`config.mk`:
```
export PLATFORM = sky130hd
export DESIGN_NAME = ssr_ctrl
export DESIGN_NICKNAME = d
export VERILOG_FILES = /design/src/ssr_pkg.sv /design/src/ssr_ctrl.sv
export SDC_FILE = /design/constraint.sdc
export NUM_CORES = 1
export LEC_CHECK = 0
export ABC_AREA = 1
export BUFFER_PORTS_ARGS = -buffer_cell sky130_fd_sc_hd__buf_2
export CAP_MARGIN = 5
export CELL_PAD_IN_SITES_DETAIL_PLACEMENT = 2
export CELL_PAD_IN_SITES_GLOBAL_PLACEMENT = 2
export CORE_AREA = 2 2 39 41
export CTS_CLUSTER_DIAMETER = 30
export DETAILED_ROUTE_END_ITERATION = 16
export DIE_AREA = 0 0 41 43
export PLACE_DENSITY = 0.79
export SLEW_MARGIN = 10
export SYNTH_ARGS = -nofsm -noshare
export SYNTH_HDL_FRONTEND = slang
export SYNTH_SLANG_ARGS = --single-unit
```
`constraint.sdc`:
```
create_clock -name clk -period 2.86 [get_ports clk]
set_clock_uncertainty 0.2 [all_clocks]
set_input_delay 0.286 -clock clk [delete_from_list [all_inputs] [get_ports clk]]
set_output_delay 0.286 -clock clk [all_outputs]
set_load 0.01 [all_outputs]
```
`src/ssr_pkg.sv`:
```
// Shared constants and types for the SRRIP stream-bypass replacement block.
// No dependencies.
`default_nettype none
package ssr_pkg;
	localparam int NUM_SETS = 2048;
	localparam int NUM_WAYS = 16;
	localparam int SET_W = 11;
	localparam int WAY_W = 4;
	localparam int RRPV_W = 2;
	localparam logic [1:0] RRPV_MAX = 2'd3;
	localparam int DELTA_W = 32;
	localparam int ADDR_W = 64;
	localparam int CNT_W = 20;
	localparam int SIG_LSB = 5;
	localparam logic [1:0] REG_STREAM = 2'd0;
	localparam logic [1:0] REG_INSERT = 2'd1;
	localparam logic [1:0] REG_DECAY = 2'd2;
	localparam logic [4:0] PERIOD_MAX = 5'd20;

	// controller -> datapath commands
	typedef struct packed {
		logic capture;   // latch input request
		logic detect;    // latch set row and detector state from the memories
		logic commit;    // write back results
		logic decay;     // decrement all reuse counters
		logic clear;     // write reset values into one set row
	} cmd_t;

	// datapath -> controller status
	typedef struct packed {
		logic is_victim;
		logic need_decay;
		logic clear_last;
	} sts_t;
endpackage
`default_nettype wire

```
`src/ssr_ctrl.sv`:
```
// Sequencer for the replacement block: clear, capture, read, detect, commit.
// Depends on ssr_pkg.
`default_nettype none
module ssr_ctrl import ssr_pkg::*; (
	input  wire logic clk,
	input  wire logic arst_n,
	input  wire logic in_fire,
	input  wire logic out_busy,
	input  wire sts_t sts,
	output cmd_t      cmd,
	output logic      in_rdy,
	output logic      out_load
);
	typedef enum logic [2:0] {CLEAR, IDLE, READ, DETECT, COMMIT} state_t;
	state_t state_q;

	always_comb begin
		cmd = '0;
		cmd.capture = in_fire;
		cmd.detect = (state_q == DETECT);
		cmd.commit = (state_q == COMMIT) && !(sts.is_victim && out_busy);
		cmd.decay = cmd.commit && sts.need_decay;
		cmd.clear = (state_q == CLEAR);
		in_rdy = (state_q == IDLE);
		out_load = cmd.commit && sts.is_victim;
	end

	always_ff @(posedge clk or negedge arst_n) begin
		if (!arst_n) begin
			state_q <= CLEAR;
		end else begin
			case (state_q)
				CLEAR: if (sts.clear_last) state_q <= IDLE;
				IDLE: if (in_fire) state_q <= READ;
				READ: state_q <= DETECT;
				DETECT: state_q <= COMMIT;
				COMMIT: if (cmd.commit) state_q <= IDLE;
				default: state_q <= IDLE;
			endcase
		end
	end
endmodule
`default_nettype wire

```
---- Word-level counts from Yosys, hierarchy flattened ----
Index checks and enable logic that the tools add are counted.
word-level totals
  output and inout port bits .............. 7
  flip-flop bits (word level) ............. 3
  input port bits ......................... 7
  logic and storage cells ................. 19
operators by class
  reduce and logical (&&, ||, !) cells .... 7
  mux-type cells .......................... 4
  equality and inequality tests ........... 7
operators with widths
  operator            count
  $pmux 3 s5          1
  $mux 3              3
  $eq 3x2->1 const B  2
  $ne 2x2->1 const B  3
  $logic_and 1x1->1   4
  $eq 3x1->1 const B  1
  $eq 3x3->1 const B  1
  $logic_not 3->1     1
  $reduce_and 3->1    1
  $logic_not 1->1     1

---- Depth between registers and ports, before layout ----
  depth in word-level cells ............... 5
  mapped depth ............................ 6
  mapped depth without buffers ............ 6

---- Worst setup path after synthesis ----
No wires, ideal clock.
  kind .................................... reg2out
  start point ............................. register state_q[1]
  end point ............................... output port cmd[1] in the netlist's numbering
  path buffers ............................ 0
  data required time ...................... 2.374 ns
  path slack .............................. 1.514 ns
  arrival ................................. 0.860 ns
  cell stages (with the launch flop) ...... 4
  cells stage by stage .................... dfrtp_1 > nor2_1 > nand3_1 > nor2_1
RTL lines
  item                    RTL line        RTL
  start, declared         ssr_ctrl.sv:15  state_t state_q;
  start signal, assigned  ssr_ctrl.sv:30  state_q <= CLEAR;
  start signal, assigned  ssr_ctrl.sv:33  CLEAR: if (sts.clear_last) state_q <= IDLE;
  start signal, assigned  ssr_ctrl.sv:34  IDLE: if (in_fire) state_q <= READ;
  end, declared           ssr_ctrl.sv:10  output cmd_t cmd,

==> reports/qor.yml <==
finish:
  top_register: "state_q"
  antenna_cells: 0
  final_core_util: 0.252
  layout_common_cells: "buf_2, inv_1, nor2_1"
  final_nets: 61
  fin_area_um2: 349
  reg_top3: "state_q x3"
  largest_register_ffs: 3
  mostFrequentLayoutCell: "buf_2"
  nFillCells: 183
  area.growth.synth_to_final_pct: 48.4
  drive_above_1_share: 0.396
drt:
  final_antenna_net_count: 0
  via_count: 280
  drc: 0
  drtIter0Drc: 0
  firstDrtPassIters: 1
  viasPerCell: 4.06
  wl_per_cell_um: 11.1
  wl_um: 764
global_routing:
  grt_max_degree: 6
  grt_usage: 0.120
  grt_pass1_vias: 324
  grt_overflow: 0
  grt_pass1_wl_mm: 1.26
  antenna_found_initial: 0
synth:
  yosysTopAreaCell: "dfrtp_1"
  yosys-top-cells-area: "dfrtp_1, inv_1, nor2_1, nand3_1, nand2_1"
  synth_seq_cells: 3
  syn_inst: 36
  mappedNetlistNets: 43
  ys_types: 14
  synth_seq_area_share: 0.319
  syn_area_per_cell_um2: 6.53
  syn_area_um2: 235
  synth_top_area_share: 0.319
  ys_warn_count: 0
run:
  drv_cap: 0
timing:
  setup_violations: 0
  finalMaxSlewViolations: 0
  rsz0062_at_grt: "no"
  layout_min_cycle_time_ps: 1820
  fin_setup_tns_ps: 0
  max_freq_mhz: 549
  hold_viol: 0
  min_period_over_period: 0.637
  tightest_slew_ps: 235
  setup_ws_ps: 1040
  slew_headroom: 0.843
setup_path:
  required_ps: 2370
  reg2reg_depth: 4
  start_kind: "flip-flop"
  cp.arrival_ps: 1340
  path_class: "flip-flop to output pin"
  cp-end-kind: "output pin"
  critPathMaxFanout: 4
placed_design:
  dp.final_hpwl_um: 649
  place_congestion: 0.755
  port_buffers: 13
  dp_slack_ps: 1270
  placed_area_um2: 313
run_status:
  status: "complete, no violations"
die:
  num_rows: 14
  dieArea_um2: 1760
  die_w_um: 41
  die_h_um: 43
  pin_count: 14
  coreArea_um2: 1380
  start_util: 0.170
cts:
  htree_num_levels: 1
  tritoncts: "done"
  clock_latency_ps: 240
  cts_buffer_depth: 2
  postCtsSetupRepairBufs: 0
  root_buffer: "clkbuf_4"
  cts_num_sinks: 3
  cts_made_buffers: 3
  clk_pin_slew_ps: 40
hold_path:
  hold_path_class: "primary input to async pin"
pwr:
  ir_drop_uv: 204
  powerDensity_nw_per_um2: 1030
  p_leak_nw: 0.229
  power_w: 0.000360
[final cells by class]
class | instances | area [um2] | share of cell area
Clock buffer | 4 | 26.3 | 0.0753
Multi-Input combinational cell | 21 | 111 | 0.319
Tap cell | 16 | 20.0 | 0.0573
Sequential cell | 3 | 75.1 | 0.215
Inverter | 11 | 41.3 | 0.118
Timing Repair Buffer | 14 | 75.1 | 0.215
[worst paths after layout]
check                           start         end  slack, ps
max in group asynchronous      arst_n  state_q[1]       2180
setup reg to reg           state_q[1]  state_q[0]       1570
min in group clk              in_fire  state_q[0]        180
hold / removal                 arst_n  state_q[0]        170
setup / recovery           state_q[1]      cmd[1]       1040
hold reg to reg            state_q[0]  state_q[2]        440
[where the power goes]
part	switching, W	total (W)	internal (W)	leakage (nW)
Clock	0.0000256	0.0000781	0.0000525	0.0150
Sequential	0.0000236	0.0000868	0.0000633	0.0375
Combinational	0.000122	0.000195	0.0000732	0.176
[critical path, stage by stage (launching register included)]
cell,delay (ps)
dfrtp_1,410
nor2_1,220
nand3_1,170
nor2_1,150
buf_2,150
[cells in the mapped netlist (all sizes together)]
cell / count
inv: 11
nor2: 7
nand2: 5
nand3: 5
dfrtp: 3
o21ai: 2
buf: 1
nor3: 1
o21bai: 1
[metal layers]
metal / track usage / routed length, um / part of all wire / vias to the layer above
met4: 0.120 / 13 / 0.017 / 0
met2: 0.213 / 484 / 0.63 / 11
met3: 0.0314 / 34 / 0.045 / 2
li1: - / - / - / 138
met1: 0.0871 / 231 / 0.30 / 129
met5: 0 / 0 / 0 / -
[through the flow]
stage | std cells | hold slack (ps)
floorplan | 36 | -210
global placement | 64 | -117
detailed placement | 64 | -116
CTS | 69 | 161
global route | 69 | 193
finish | 69 | 169
[kinds of logic after synthesis]
logic type | synth area share
buffers and inverters | 0.207
AO/OA/AOI/OAI | 0.0904
AND/OR/NAND/NOR | 0.383
flip-flops | 0.319
[timing repair]
| item | in CTS | in global routing |
|---|---|---|
| hold buffers | 1 | 0 |
| endpoints found under the hold margin | 3 | 0 |
| gates resized for setup | 0 | 0 |
(Power assumes the default switching activity.)
